**src/rtl/id3_pkg.sv**
```systemverilog
// Package with the shared types and constants of the ID3v2 text frame extractor.
`timescale 1ns / 1ps
package id3_pkg;

	typedef struct packed {
		logic [7:0] byte_in;
		logic       restart;
	} in_word_t;

	typedef struct packed {
		logic [2:0] kind;
		logic       field;
		logic [7:0] text_byte;
	} out_word_t;

	typedef enum logic [2:0] {
		KIND_TEXT     = 3'd0,
		KIND_FIELD    = 3'd1,
		KIND_TAG_DONE = 3'd2,
		KIND_NOT_ID3  = 3'd3,
		KIND_BAD_VER  = 3'd4
	} kind_t;

	typedef enum logic [2:0] {
		PH_IDLE    = 3'd0,
		PH_HDR     = 3'd1,
		PH_EXT     = 3'd2,
		PH_EXTSKIP = 3'd3,
		PH_FHDR    = 3'd4,
		PH_FBODY   = 3'd5
	} phase_t;

	typedef enum logic [1:0] {
		FK_UNKNOWN = 2'd0,
		FK_ARTIST  = 2'd1,
		FK_TITLE   = 2'd2
	} field_kind_t;

	typedef enum logic [1:0] {
		BOM_NONE = 2'd0,
		BOM_LE   = 2'd1,
		BOM_BE   = 2'd2
	} bom_t;

	// One parsed step: up to five result words, packed in delivery order.
	typedef struct packed {
		logic [2:0]            count;
		out_word_t [4:0]       words;
	} batch_t;

	localparam int QUEUE_DEPTH = 4;
	localparam int QUEUE_AW    = 2;

	localparam logic [7:0]  MAX_TEXT_LEN_RESET = 8'd64;
	localparam logic [23:0] ID_TP1  = 24'h545031;
	localparam logic [23:0] ID_TT2  = 24'h545432;
	localparam logic [31:0] ID_TPE1 = 32'h54504531;
	localparam logic [31:0] ID_TIT2 = 32'h54495432;

	function automatic logic [7:0] magic_byte(input logic [1:0] idx);
		logic [7:0] r;
		begin
			case (idx)
				2'd0: r = 8'h49;
				2'd1: r = 8'h44;
				default: r = 8'h33;
			endcase
			return r;
		end
	endfunction

endpackage

```
**src/rtl/id3v2_text_frame_extractor_unit.sv**
```systemverilog
// Top level of the ID3v2 text frame extractor.
// Emits text words of artist and title frames (UTF-16 turned into UTF-8, other encodings
// as received), field-end and status words. A tag byte is accepted every cycle while the
// four-entry result queue has room; each byte yields up to five result words, which leave
// one per cycle while out_stall is low, so the output port sets the sustained rate.
`timescale 1ns / 1ps
module id3v2_text_frame_extractor_unit import id3_pkg::*; (
	input  logic       clk,
	input  logic       arst_n,
	input  logic       in_valid,
	output logic       in_stall,
	input  in_word_t   in_data,
	output logic       out_valid,
	input  logic       out_stall,
	output out_word_t  out_data,
	input  logic       cfg_we,
	input  logic [7:0] cfg_wdata
);

	logic [7:0] max_text_len_q;
	logic       room;
	logic       take;
	logic       bvalid;
	batch_t     batch;

	always_ff @(posedge clk or negedge arst_n) begin
		if (!arst_n) max_text_len_q <= MAX_TEXT_LEN_RESET;
		else if (cfg_we) max_text_len_q <= cfg_wdata;
	end

	assign in_stall = !room;

	id3_front u_front (
		.clk, .arst_n,
		.in_valid(in_valid && room),
		.in_word(in_data),
		.max_text_len(max_text_len_q),
		.take,
		.batch_valid(bvalid),
		.batch
	);

	id3_back u_back (
		.clk, .arst_n,
		.push(bvalid && take),
		.batch,
		.room,
		.out_valid,
		.out_word(out_data),
		.out_stall
	);

endmodule

```
**src/rtl/id3_front.sv**
```systemverilog
// Front part: parses the tag byte stream and forms the result words of each byte.
`timescale 1ns / 1ps
module id3_front import id3_pkg::*; (
	input  logic       clk,
	input  logic       arst_n,
	input  logic       in_valid,
	input  in_word_t   in_word,
	input  logic [7:0] max_text_len,
	output logic       take,
	output logic       batch_valid,
	output batch_t     batch
);

	phase_t      phase_q;
	logic [3:0]  byte_count_q;
	logic [7:0]  version_q;
	logic [7:0]  flags_q;
	logic [31:0] tag_left_q;
	logic [31:0] ext_left_q;
	logic [31:0] frame_id_q;
	logic [31:0] frame_left_q;
	field_kind_t fk_q;
	logic [7:0]  enc_q;
	bom_t        bom_q;
	logic [7:0]  held_q;
	logic [7:0]  emitted_q;
	logic        stopped_q;

	phase_t      phase_d;
	logic [3:0]  byte_count_d;
	logic [7:0]  version_d;
	logic [7:0]  flags_d;
	logic [31:0] tag_left_d;
	logic [31:0] ext_left_d;
	logic [31:0] frame_id_d;
	logic [31:0] frame_left_d;
	field_kind_t fk_d;
	logic [7:0]  enc_d;
	bom_t        bom_d;
	logic [7:0]  held_d;
	logic [7:0]  emitted_d;
	logic        stopped_d;
	batch_t      b_d;

	assign take = in_valid;

	always_comb begin
		logic [7:0]  b;
		logic [15:0] u;
		logic [7:0]  tx [3];
		logic [1:0]  ntx;
		logic        fld;
		logic        fk_known;
		logic [3:0]  hlen;
		logic [3:0]  idlen;
		logic [31:0] tl_dec;
		logic [31:0] fl_dec;
		logic [31:0] ext_new;
		logic [31:0] fl_new;
		logic [8:0]  lim;
		logic        unit_done;
		b = in_word.byte_in;
		phase_d = phase_q; byte_count_d = byte_count_q; version_d = version_q;
		flags_d = flags_q; tag_left_d = tag_left_q; ext_left_d = ext_left_q;
		frame_id_d = frame_id_q; frame_left_d = frame_left_q; fk_d = fk_q;
		enc_d = enc_q; bom_d = bom_q; held_d = held_q; emitted_d = emitted_q;
		stopped_d = stopped_q;
		b_d = '0;
		u = '0; ntx = '0; tx[0] = '0; tx[1] = '0; tx[2] = '0;
		ext_new = '0; fl_new = '0; lim = '0; unit_done = 1'b0;
		if (in_word.restart) begin
			phase_d = PH_HDR; byte_count_d = '0; version_d = '0; flags_d = '0;
			tag_left_d = '0; ext_left_d = '0; frame_id_d = '0; frame_left_d = '0;
			fk_d = FK_UNKNOWN; enc_d = '0; bom_d = BOM_NONE; held_d = '0;
			emitted_d = '0; stopped_d = 1'b0;
		end
		fld = (fk_d == FK_TITLE);
		fk_known = (fk_d != FK_UNKNOWN);
		hlen = (version_d == 8'd2) ? 4'd6 : 4'd10;
		idlen = (version_d == 8'd2) ? 4'd3 : 4'd4;
		tl_dec = tag_left_d - 32'd1;
		fl_dec = frame_left_d - 32'd1;
		unique case (phase_d)
			PH_HDR: begin
				if (byte_count_d < 4'd3 && b != magic_byte(byte_count_d[1:0])) begin
					b_d.words[0] = '{kind: KIND_NOT_ID3, field: 1'b0, text_byte: 8'd0};
					b_d.count = 3'd1;
					phase_d = PH_IDLE;
				end else begin
					if (byte_count_d == 4'd3) version_d = b;
					else if (byte_count_d == 4'd5) flags_d = b;
					else if (byte_count_d >= 4'd6)
						tag_left_d = {tag_left_d[24:0], b[6:0]};
					byte_count_d = byte_count_d + 4'd1;
					if (byte_count_d == 4'd10) begin
						byte_count_d = '0;
						if ({tag_left_d} == 32'd0) begin
							b_d.words[0] = '{kind: KIND_TAG_DONE, field: 1'b0, text_byte: 8'd0};
							b_d.count = 3'd1;
							phase_d = PH_IDLE;
						end else begin
							phase_d = flags_d[6] ? PH_EXT : PH_FHDR;
						end
					end
				end
			end
			PH_EXT: begin
				tag_left_d = tl_dec;
				ext_new = {ext_left_d[24:0], b[6:0]};
				ext_left_d = ext_new;
				byte_count_d = byte_count_d + 4'd1;
				if (tl_dec == 32'd0) begin
					b_d.words[0] = '{kind: KIND_TAG_DONE, field: 1'b0, text_byte: 8'd0};
					b_d.count = 3'd1;
					phase_d = PH_IDLE;
				end else if (byte_count_d >= 4'd4) begin
					byte_count_d = '0;
					ext_left_d = (ext_new > 32'd4) ? ext_new - 32'd4 : 32'd0;
					phase_d = (ext_new > 32'd4) ? PH_EXTSKIP : PH_FHDR;
				end
			end
			PH_EXTSKIP: begin
				tag_left_d = tl_dec;
				ext_left_d = ext_left_d - 32'd1;
				if (tl_dec == 32'd0) begin
					b_d.words[0] = '{kind: KIND_TAG_DONE, field: 1'b0, text_byte: 8'd0};
					b_d.count = 3'd1;
					phase_d = PH_IDLE;
				end else if (ext_left_d == 32'd0) begin
					phase_d = PH_FHDR;
				end
			end
			PH_FHDR: begin
				if (byte_count_d == 4'd0 && b == 8'd0) begin
					b_d.words[0] = '{kind: KIND_TAG_DONE, field: 1'b0, text_byte: 8'd0};
					b_d.count = 3'd1;
					phase_d = PH_IDLE;
				end else if (byte_count_d == 4'd0 &&
						(version_d < 8'd2 || version_d > 8'd4)) begin
					b_d.words[0] = '{kind: KIND_BAD_VER, field: 1'b0, text_byte: 8'd0};
					b_d.count = 3'd1;
					phase_d = PH_IDLE;
				end else begin
					if (byte_count_d == 4'd0) begin
						frame_id_d = '0;
						frame_left_d = '0;
					end
					if (byte_count_d < idlen)
						frame_id_d = {frame_id_d[23:0], b};
					else if (byte_count_d < {idlen[2:0], 1'b0}) begin
						if (version_d == 8'd4)
							frame_left_d = {frame_left_d[24:0], b[6:0]};
						else
							frame_left_d = {frame_left_d[23:0], b};
					end
					tag_left_d = tl_dec;
					byte_count_d = byte_count_d + 4'd1;
					if (tl_dec == 32'd0) begin
						b_d.words[0] = '{kind: KIND_TAG_DONE, field: 1'b0, text_byte: 8'd0};
						b_d.count = 3'd1;
						phase_d = PH_IDLE;
					end else if (byte_count_d >= hlen) begin
						fk_d = FK_UNKNOWN;
						if (version_d == 8'd2) begin
							if (frame_id_d == {8'd0, ID_TP1}) fk_d = FK_ARTIST;
							else if (frame_id_d == {8'd0, ID_TT2}) fk_d = FK_TITLE;
						end else begin
							if (frame_id_d == ID_TPE1) fk_d = FK_ARTIST;
							else if (frame_id_d == ID_TIT2) fk_d = FK_TITLE;
						end
						fl_new = (frame_left_d > tl_dec) ? tl_dec : frame_left_d;
						frame_left_d = fl_new;
						byte_count_d = '0; bom_d = BOM_NONE; held_d = '0;
						emitted_d = '0; stopped_d = 1'b0; enc_d = '0;
						if (fl_new == 32'd0) begin
							if (fk_d != FK_UNKNOWN) begin
								b_d.words[0] = '{kind: KIND_FIELD, field: (fk_d == FK_TITLE),
									text_byte: 8'd0};
								b_d.count = 3'd1;
							end
						end else begin
							phase_d = PH_FBODY;
						end
					end
				end
			end
			PH_FBODY: begin
				tag_left_d = tl_dec;
				frame_left_d = fl_dec;
				if (fk_known) begin
					if (byte_count_d == 4'd0) begin
						enc_d = b;
						byte_count_d = 4'd1;
					end else if (!stopped_d) begin
						unit_done = 1'b1;
						if (enc_d == 8'd1 || enc_d == 8'd2) begin
							if (byte_count_d == 4'd1) begin
								held_d = b;
								byte_count_d = 4'd2;
								unit_done = 1'b0;
							end else begin
								byte_count_d = 4'd1;
								if (enc_d == 8'd2) bom_d = BOM_BE;
								if (bom_d == BOM_NONE) begin
									if (held_d == 8'hFF && b == 8'hFE) bom_d = BOM_LE;
									else if (held_d == 8'hFE && b == 8'hFF) bom_d = BOM_BE;
								end else begin
									u = (bom_d == BOM_LE) ? {b, held_d} : {held_d, b};
									if (u <= 16'h007F) begin
										tx[0] = u[7:0]; ntx = 2'd1;
									end else if (u <= 16'h07FF) begin
										tx[0] = {3'b110, u[10:6]};
										tx[1] = {2'b10, u[5:0]}; ntx = 2'd2;
									end else begin
										tx[0] = {4'b1110, u[15:12]};
										tx[1] = {2'b10, u[11:6]};
										tx[2] = {2'b10, u[5:0]}; ntx = 2'd3;
									end
								end
							end
						end else begin
							tx[0] = b; ntx = 2'd1;
						end
						for (int i = 0; i < 3; i++) begin
							if (i < int'(ntx) && !stopped_d) begin
								if (tx[i] == 8'd0) begin
									stopped_d = 1'b1;
								end else begin
									b_d.words[b_d.count] = '{kind: KIND_TEXT, field: fld,
										text_byte: tx[i]};
									b_d.count = b_d.count + 3'd1;
									emitted_d = emitted_d + 8'd1;
								end
							end
						end
						if (unit_done) begin
							lim = {1'b0, emitted_d} + 9'd3;
							if (lim >= {1'b0, max_text_len}) stopped_d = 1'b1;
						end
					end
				end
				if (fl_dec == 32'd0) begin
					if (fk_known) begin
						b_d.words[b_d.count] = '{kind: KIND_FIELD, field: fld, text_byte: 8'd0};
						b_d.count = b_d.count + 3'd1;
					end
					byte_count_d = '0;
					if (tl_dec == 32'd0) begin
						b_d.words[b_d.count] = '{kind: KIND_TAG_DONE, field: 1'b0,
							text_byte: 8'd0};
						b_d.count = b_d.count + 3'd1;
						phase_d = PH_IDLE;
					end else begin
						phase_d = PH_FHDR;
					end
				end
			end
			default: begin
			end
		endcase
	end

	always_ff @(posedge clk or negedge arst_n) begin
		if (!arst_n) begin
			phase_q <= PH_IDLE; byte_count_q <= '0; version_q <= '0; flags_q <= '0;
			tag_left_q <= '0; ext_left_q <= '0; frame_id_q <= '0; frame_left_q <= '0;
			fk_q <= FK_UNKNOWN; enc_q <= '0; bom_q <= BOM_NONE; held_q <= '0;
			emitted_q <= '0; stopped_q <= 1'b0;
		end else if (in_valid) begin
			phase_q <= phase_d; byte_count_q <= byte_count_d; version_q <= version_d;
			flags_q <= flags_d; tag_left_q <= tag_left_d; ext_left_q <= ext_left_d;
			frame_id_q <= frame_id_d; frame_left_q <= frame_left_d; fk_q <= fk_d;
			enc_q <= enc_d; bom_q <= bom_d; held_q <= held_d;
			emitted_q <= emitted_d; stopped_q <= stopped_d;
		end
	end

	assign batch_valid = in_valid && (b_d.count != 3'd0);
	assign batch = b_d;

endmodule

```
**src/rtl/id3_back.sv**
```systemverilog
// Back part: queues batches of result words, delivering one word a cycle unless stalled.
`timescale 1ns / 1ps
module id3_back import id3_pkg::*; (
	input  logic      clk,
	input  logic      arst_n,
	input  logic      push,
	input  batch_t    batch,
	output logic      room,
	output logic      out_valid,
	output out_word_t out_word,
	input  logic      out_stall
);

	batch_t                mem_q [QUEUE_DEPTH];
	logic [QUEUE_AW-1:0]   wr_q;
	logic [QUEUE_AW-1:0]   rd_q;
	logic [QUEUE_AW:0]     fill_q;
	logic [2:0]            pos_q;
	logic                  pop;
	batch_t                head;

	assign head = mem_q[rd_q];
	assign out_valid = (fill_q != '0);
	assign out_word = head.words[pos_q];
	assign pop = out_valid && !out_stall && (pos_q + 3'd1 == head.count);
	// Room for a batch is judged conservatively so input never waits on a pop.
	assign room = (fill_q < (QUEUE_AW + 1)'(QUEUE_DEPTH));

	always_ff @(posedge clk) begin
		if (push) mem_q[wr_q] <= batch;
	end

	always_ff @(posedge clk or negedge arst_n) begin
		if (!arst_n) begin
			wr_q <= '0; rd_q <= '0; fill_q <= '0; pos_q <= '0;
		end else begin
			if (push) wr_q <= wr_q + 1'b1;
			if (pop) begin
				rd_q <= rd_q + 1'b1;
				pos_q <= '0;
			end else if (out_valid && !out_stall) begin
				pos_q <= pos_q + 3'd1;
			end
			fill_q <= fill_q + (QUEUE_AW + 1)'(push) - (QUEUE_AW + 1)'(pop);
		end
	end

endmodule

```
**config.mk**
```make
export PLATFORM = sky130hd
export DESIGN_NAME = id3v2_text_frame_extractor_unit
export DESIGN_NICKNAME = d
export VERILOG_FILES = /design/src/rtl/id3_pkg.sv /design/src/rtl/id3v2_text_frame_extractor_unit.sv /design/src/rtl/id3_front.sv /design/src/rtl/id3_back.sv
export SDC_FILE = /design/constraint.sdc
export NUM_CORES = 1
export LEC_CHECK = 0
export BUFFER_PORTS_ARGS = -buffer_cell sky130_fd_sc_hd__buf_4
export CAP_MARGIN = 30
export CELL_PAD_IN_SITES_DETAIL_PLACEMENT = 0
export CELL_PAD_IN_SITES_GLOBAL_PLACEMENT = 1
export CORE_MARGIN = 2
export CORE_UTILIZATION = 51
export CTS_CLUSTER_DIAMETER = 60
export CTS_CLUSTER_SIZE = 10
export DETAILED_ROUTE_END_ITERATION = 12
export PLACE_DENSITY = 0.8
export SLEW_MARGIN = 20
export SYNTH_ARGS = -nofsm -noshare
export SYNTH_HDL_FRONTEND = slang
export SYNTH_SLANG_ARGS = --single-unit
```
**constraint.sdc**
```tcl
create_clock -name clk -period 9.6 [get_ports clk]
set_clock_uncertainty 0.2 [all_clocks]
set_input_delay 0.48 -clock clk [delete_from_list [all_inputs] [get_ports clk]]
set_output_delay 0.48 -clock clk [all_outputs]
set_load 0.005 [all_outputs]
```
==> out/metrics.json <==
{
  "finalNetCount": 2938,
  "routed_wl_microns": 90260,
  "worstSetupPathType": "flip-flop to flip-flop",
  "finalWorstPathRequiredPeriod_ps": 8359,
  "detailedPlacementHpwl_microns": 63090,
  "power_density_of_the_placed_cells_mw_per_mm2": 250.9,
  "cts_resized": 0,
  "grt_max_degree": 67,
  "floorplan.die.width_microns": 230.5,
  "cts_tree": "done",
  "crit_path_max_fanout": 18,
  "cts_hold_buffers": 25,
  "endpoint_kind": "flip-flop",
  "post-cts-setup-buffer-count": 0,
  "antenna_cells": 0,
  "worstSetupStartpointType": "flip-flop",
  "rsz_0062_raised_after_global_routing": "false",
  "tightestPinTransition_ps": 1027,
  "hp-class": "primary input to flip-flop",
  "violation_count_after_the_first_detailed_route_iteration": 2664,
  "synth_seq_cells": 383,
  "insertion_delay_ps": 620,
  "seq_area_frac_synth_pct": 40.30,
  "synth_ff_type": "sky130_fd_sc_hd__edfxtp_1",
  "dr_total_vias": 23930,
  "h-tree-depth": 2,
  "detail_route.drc_violations": 0,
  "synth_enable_flop_cells": 192,
  "maxSlewViolCount": 0,
  "floorplan.rows": 83,
  "post_synth_instance_area_sq_mm": 0.02617,
  "cap_violations": 0,
  "cts-buffers-inserted": 50,
  "number_of_detailed_routing_iterations_run_before_antenna_repair": 6,
  "portBuffers": 35,
  "ant_nets": 0,
  "fmaxAchievable_mhz": 119.6,
  "design.portCount": 36,
  "timing.max_slew.rel_slack_pct": 31.52,
  "hold_viol_final": 0,
  "timing.final.setup_violations": 0,
  "drt-wirelength-per-cell_microns": 25.33,
  "final_layout_size_suffix_gt1_share_pct": 10.44,
  "synthCells": 2871,
  "r2r_setup_slack_ps": 1240,
  "synthesis.area_per_instance_sq_um": 9.115,
  "dieHeight_microns": 230.5,
  "place_congestion": 1.013,
  "final_min_period_over_clock_period_pct": 87.07,
  "clk_transition_reported_paths_ps": 60,
  "run_status": "complete, no violations",
  "grt_pass1_vias": 22574,
  "die_area_sq_mm": 0.05314,
  "core-area_sq_mm": 0.05099,
  "overflow": 0,
  "total_power_w": 0.007271,
  "r2r_start": "u_front.version_q[4]$_DFFE_PN0P_",
  "crit_required_ps": 9870,
  "antenna_found_initial": 1,
  "first_pass_grt_wire_length_microns": 138500,
  "mostFrequentLayoutCells": "sky130_fd_sc_hd__nand2_1, sky130_fd_sc_hd__nor2_1, sky130_fd_sc_hd__o21ai_0, sky130_fd_sc_hd__edfxtp_1, sky130_fd_sc_hd__dfrtp_1",
  "area_growth_syn_to_layout_pct": 10.74,
  "cts_root_buffer": "sky130_fd_sc_hd__clkbuf_16",
  "via_cell_ratio": 6.714,
  "critical_path.endpoint": "u_back.fill_q[2]$_DFF_PN0_",
  "static-leakage-power_nw": 11.15,
  "reg2reg_to": "u_back.fill_q[2]$_DFF_PN0_",
  "total_clock_sinks": 383,
  "global_route.usage.total_pct": 33.61,
  "cts_buffer_depth": 3,
  "yosysUniqueCellTypes": 106,
  "synth-async-reset-ratio_pct": 49.87,
  "worst_ir_drop_vdd_mv": 0.1678,
  "yosysWarnings": 0,
  "cp.arrival_ps": 8630,
  "worst_setup_path_startpoint": "u_front.version_q[4]$_DFFE_PN0P_",
  "most_common_library_cell_in_the_layout_ignoring_fill_and_taps": "sky130_fd_sc_hd__nand2_1",
  "initial_utilization_pct": 51.32,
  "worst_r2r_path_depth": 27,
  "final.setup.tns_ps": 0
}
==> logic make-up (layout without fill, tap and decap cells) <==
kind of cell    after synthesis  count (layout)  synth area share (%)
compound gates              844             844                 21.27
xor+xnor                     86              86                 2.878
fa+ha+maj                    74              74                 3.567
buf+inv                     300             306                 4.427
flops                       383             383                 40.30
mux                         130             130                 7.817
other cells                   1               8               0.01433
simple gates               1053            1053                 19.73
==> layout make-up <==
type	count	area [sq um]
fillers	4424	22010
inverters	81	305.3
clock buffers	79	1380
flip-flops and latches	383	10550
multi-input cells	2195	14560
clock inverters	15	230.2
well taps	680	850.8
repair buffers	131	1099
==> critical path: stages, from the launching register on <==
cell and delay, ps:
sky130_fd_sc_hd__dfrtp_1 380, sky130_fd_sc_hd__or4_1 590, sky130_fd_sc_hd__or3_1 540, sky130_fd_sc_hd__ha_1 400, sky130_fd_sc_hd__nor2b_1 150, sky130_fd_sc_hd__o21a_1 180, sky130_fd_sc_hd__a211o_1 350, sky130_fd_sc_hd__nor2_2 620
sky130_fd_sc_hd__buf_4 310, sky130_fd_sc_hd__nor2_1 70, sky130_fd_sc_hd__a211oi_1 440, sky130_fd_sc_hd__ha_1 340, sky130_fd_sc_hd__a2111oi_0 410, sky130_fd_sc_hd__a31oi_1 140, sky130_fd_sc_hd__a2111oi_0 480, sky130_fd_sc_hd__nor3_2 210
sky130_fd_sc_hd__mux2_1 410, sky130_fd_sc_hd__o2111ai_1 180, sky130_fd_sc_hd__o211ai_2 210, sky130_fd_sc_hd__o21ai_2 170, sky130_fd_sc_hd__buf_4 220, sky130_fd_sc_hd__ha_1 260, sky130_fd_sc_hd__inv_1 70, sky130_fd_sc_hd__ha_1 150
sky130_fd_sc_hd__inv_1 60, sky130_fd_sc_hd__fa_1 370, sky130_fd_sc_hd__xnor2_1 140, sky130_fd_sc_hd__xnor2_1 130
==> where the power goes <==
part	internal [W]	switching, W
combinational	0.00121	0.00192
clock	0.00108	0.000741
sequential	0.00195	0.000383
==> synthesized netlist by cell type, types with 11 or more instances <==
cell type,number,area share (%)
sky130_fd_sc_hd__nand2_1,289,4.1
sky130_fd_sc_hd__nor2_1,276,4.0
sky130_fd_sc_hd__o21ai_0,234,4.5
sky130_fd_sc_hd__edfxtp_1,192,22
sky130_fd_sc_hd__dfrtp_1,190,18
sky130_fd_sc_hd__clkbuf_1,179,2.6
sky130_fd_sc_hd__a21oi_1,162,3.1
sky130_fd_sc_hd__nor3_1,100,1.9
sky130_fd_sc_hd__a22o_1,82,2.7
sky130_fd_sc_hd__inv_1,80,1.1
sky130_fd_sc_hd__nand3_1,77,1.5
sky130_fd_sc_hd__ha_1,73,3.5
sky130_fd_sc_hd__mux4_2,58,5.0
sky130_fd_sc_hd__mux2i_1,57,2.2
sky130_fd_sc_hd__xnor2_1,55,1.8
sky130_fd_sc_hd__nor2b_1,50,1.2
sky130_fd_sc_hd__nor4_1,46,1.1
sky130_fd_sc_hd__a31oi_1,41,0.98
sky130_fd_sc_hd__o22ai_1,38,0.91
sky130_fd_sc_hd__nand4_1,36,0.86
sky130_fd_sc_hd__a211oi_1,32,0.92
sky130_fd_sc_hd__xor2_1,31,1.0
sky130_fd_sc_hd__a22oi_1,30,0.86
sky130_fd_sc_hd__a21o_1,26,0.75
sky130_fd_sc_hd__o21a_1,24,0.69
sky130_fd_sc_hd__or4_1,24,0.69
sky130_fd_sc_hd__and3_1,23,0.55
sky130_fd_sc_hd__nand2b_1,23,0.55
sky130_fd_sc_hd__or3_1,22,0.53
sky130_fd_sc_hd__buf_1,21,0.30
sky130_fd_sc_hd__o211ai_1,21,0.60
sky130_fd_sc_hd__buf_2,17,0.33
sky130_fd_sc_hd__o31ai_1,14,0.40
sky130_fd_sc_hd__o21ai_1,13,0.25
sky130_fd_sc_hd__or2_2,13,0.31
sky130_fd_sc_hd__mux2_2,12,0.52
sky130_fd_sc_hd__a221oi_1,11,0.37
==> state kept, by name, indices dropped and copies added, names as in the netlist <==
register              count
u_front.phase_q           3
u_front.version_q         8
u_front.flags_q           1
max_text_len_q            8
u_front.emitted_q         8
u_front.held_q            8
u_back.mem_q            192
u_back.rd_q               2
u_front.stopped_q         1
u_front.tag_left_q       32
u_front.enc_q             8
u_front.bom_q             2
u_back.pos_q              3
u_front.frame_left_q     32
u_front.ext_left_q       32
u_front.frame_id_q       32
u_back.fill_q             3
u_front.byte_count_q      4
u_front.fk_q              2
u_back.wr_q               2
==> worst min-delay path by stage <==
stage                                     startpoint                                to  slack [ps]  depth (start not counted)
floorplan                                     arst_n     max_text_len_q[0]$_DFFE_PN0P_         -20                          0
CTS                                       in_data[8]     u_front.held_q[7]$_DFFE_PN0P_          90                          2
global placement    u_front.version_q[7]$_DFFE_PN0P_  u_front.version_q[7]$_DFFE_PN0P_         280                          1
finish                                    in_data[8]     u_front.held_q[7]$_DFFE_PN0P_         130                          2
global route                              in_data[8]     u_front.held_q[7]$_DFFE_PN0P_         120                          2
detailed placement  u_front.version_q[0]$_DFFE_PN0P_  u_front.version_q[0]$_DFFE_PN0P_         280                          1
==> routing by layer <==
metal / GRT usage (%) / up-vias / routed length [microns]
met3: 5.348 / 215 / 7449
met4: 10.69 / 0 / 2973
met2: 54.57 / 1231 / 42150
li1: - / 10758 / -
met5: 0 / - / 0
met1: 46.27 / 11726 / 37690
==> stage by stage <==
stage | std cells | setup slack [ps] | area, sq um | hold WS (ps) | util [%]
floorplan | 2878 | 630.3 | 26200 | -15.59 | -
global placement | 3432 | 1338 | 26980 | 277.1 | 52.91
detailed placement | 3440 | 1209 | 27070 | 280.0 | 53.09
CTS | 3559 | 1313 | 28930 | 90.62 | 56.74
global route | 3564 | 766.7 | 28980 | 116.3 | 56.84
finish | 3564 | 1241 | 28980 | 131.2 | 56.84
Note: power is estimated with default switching activity, not from simulation.
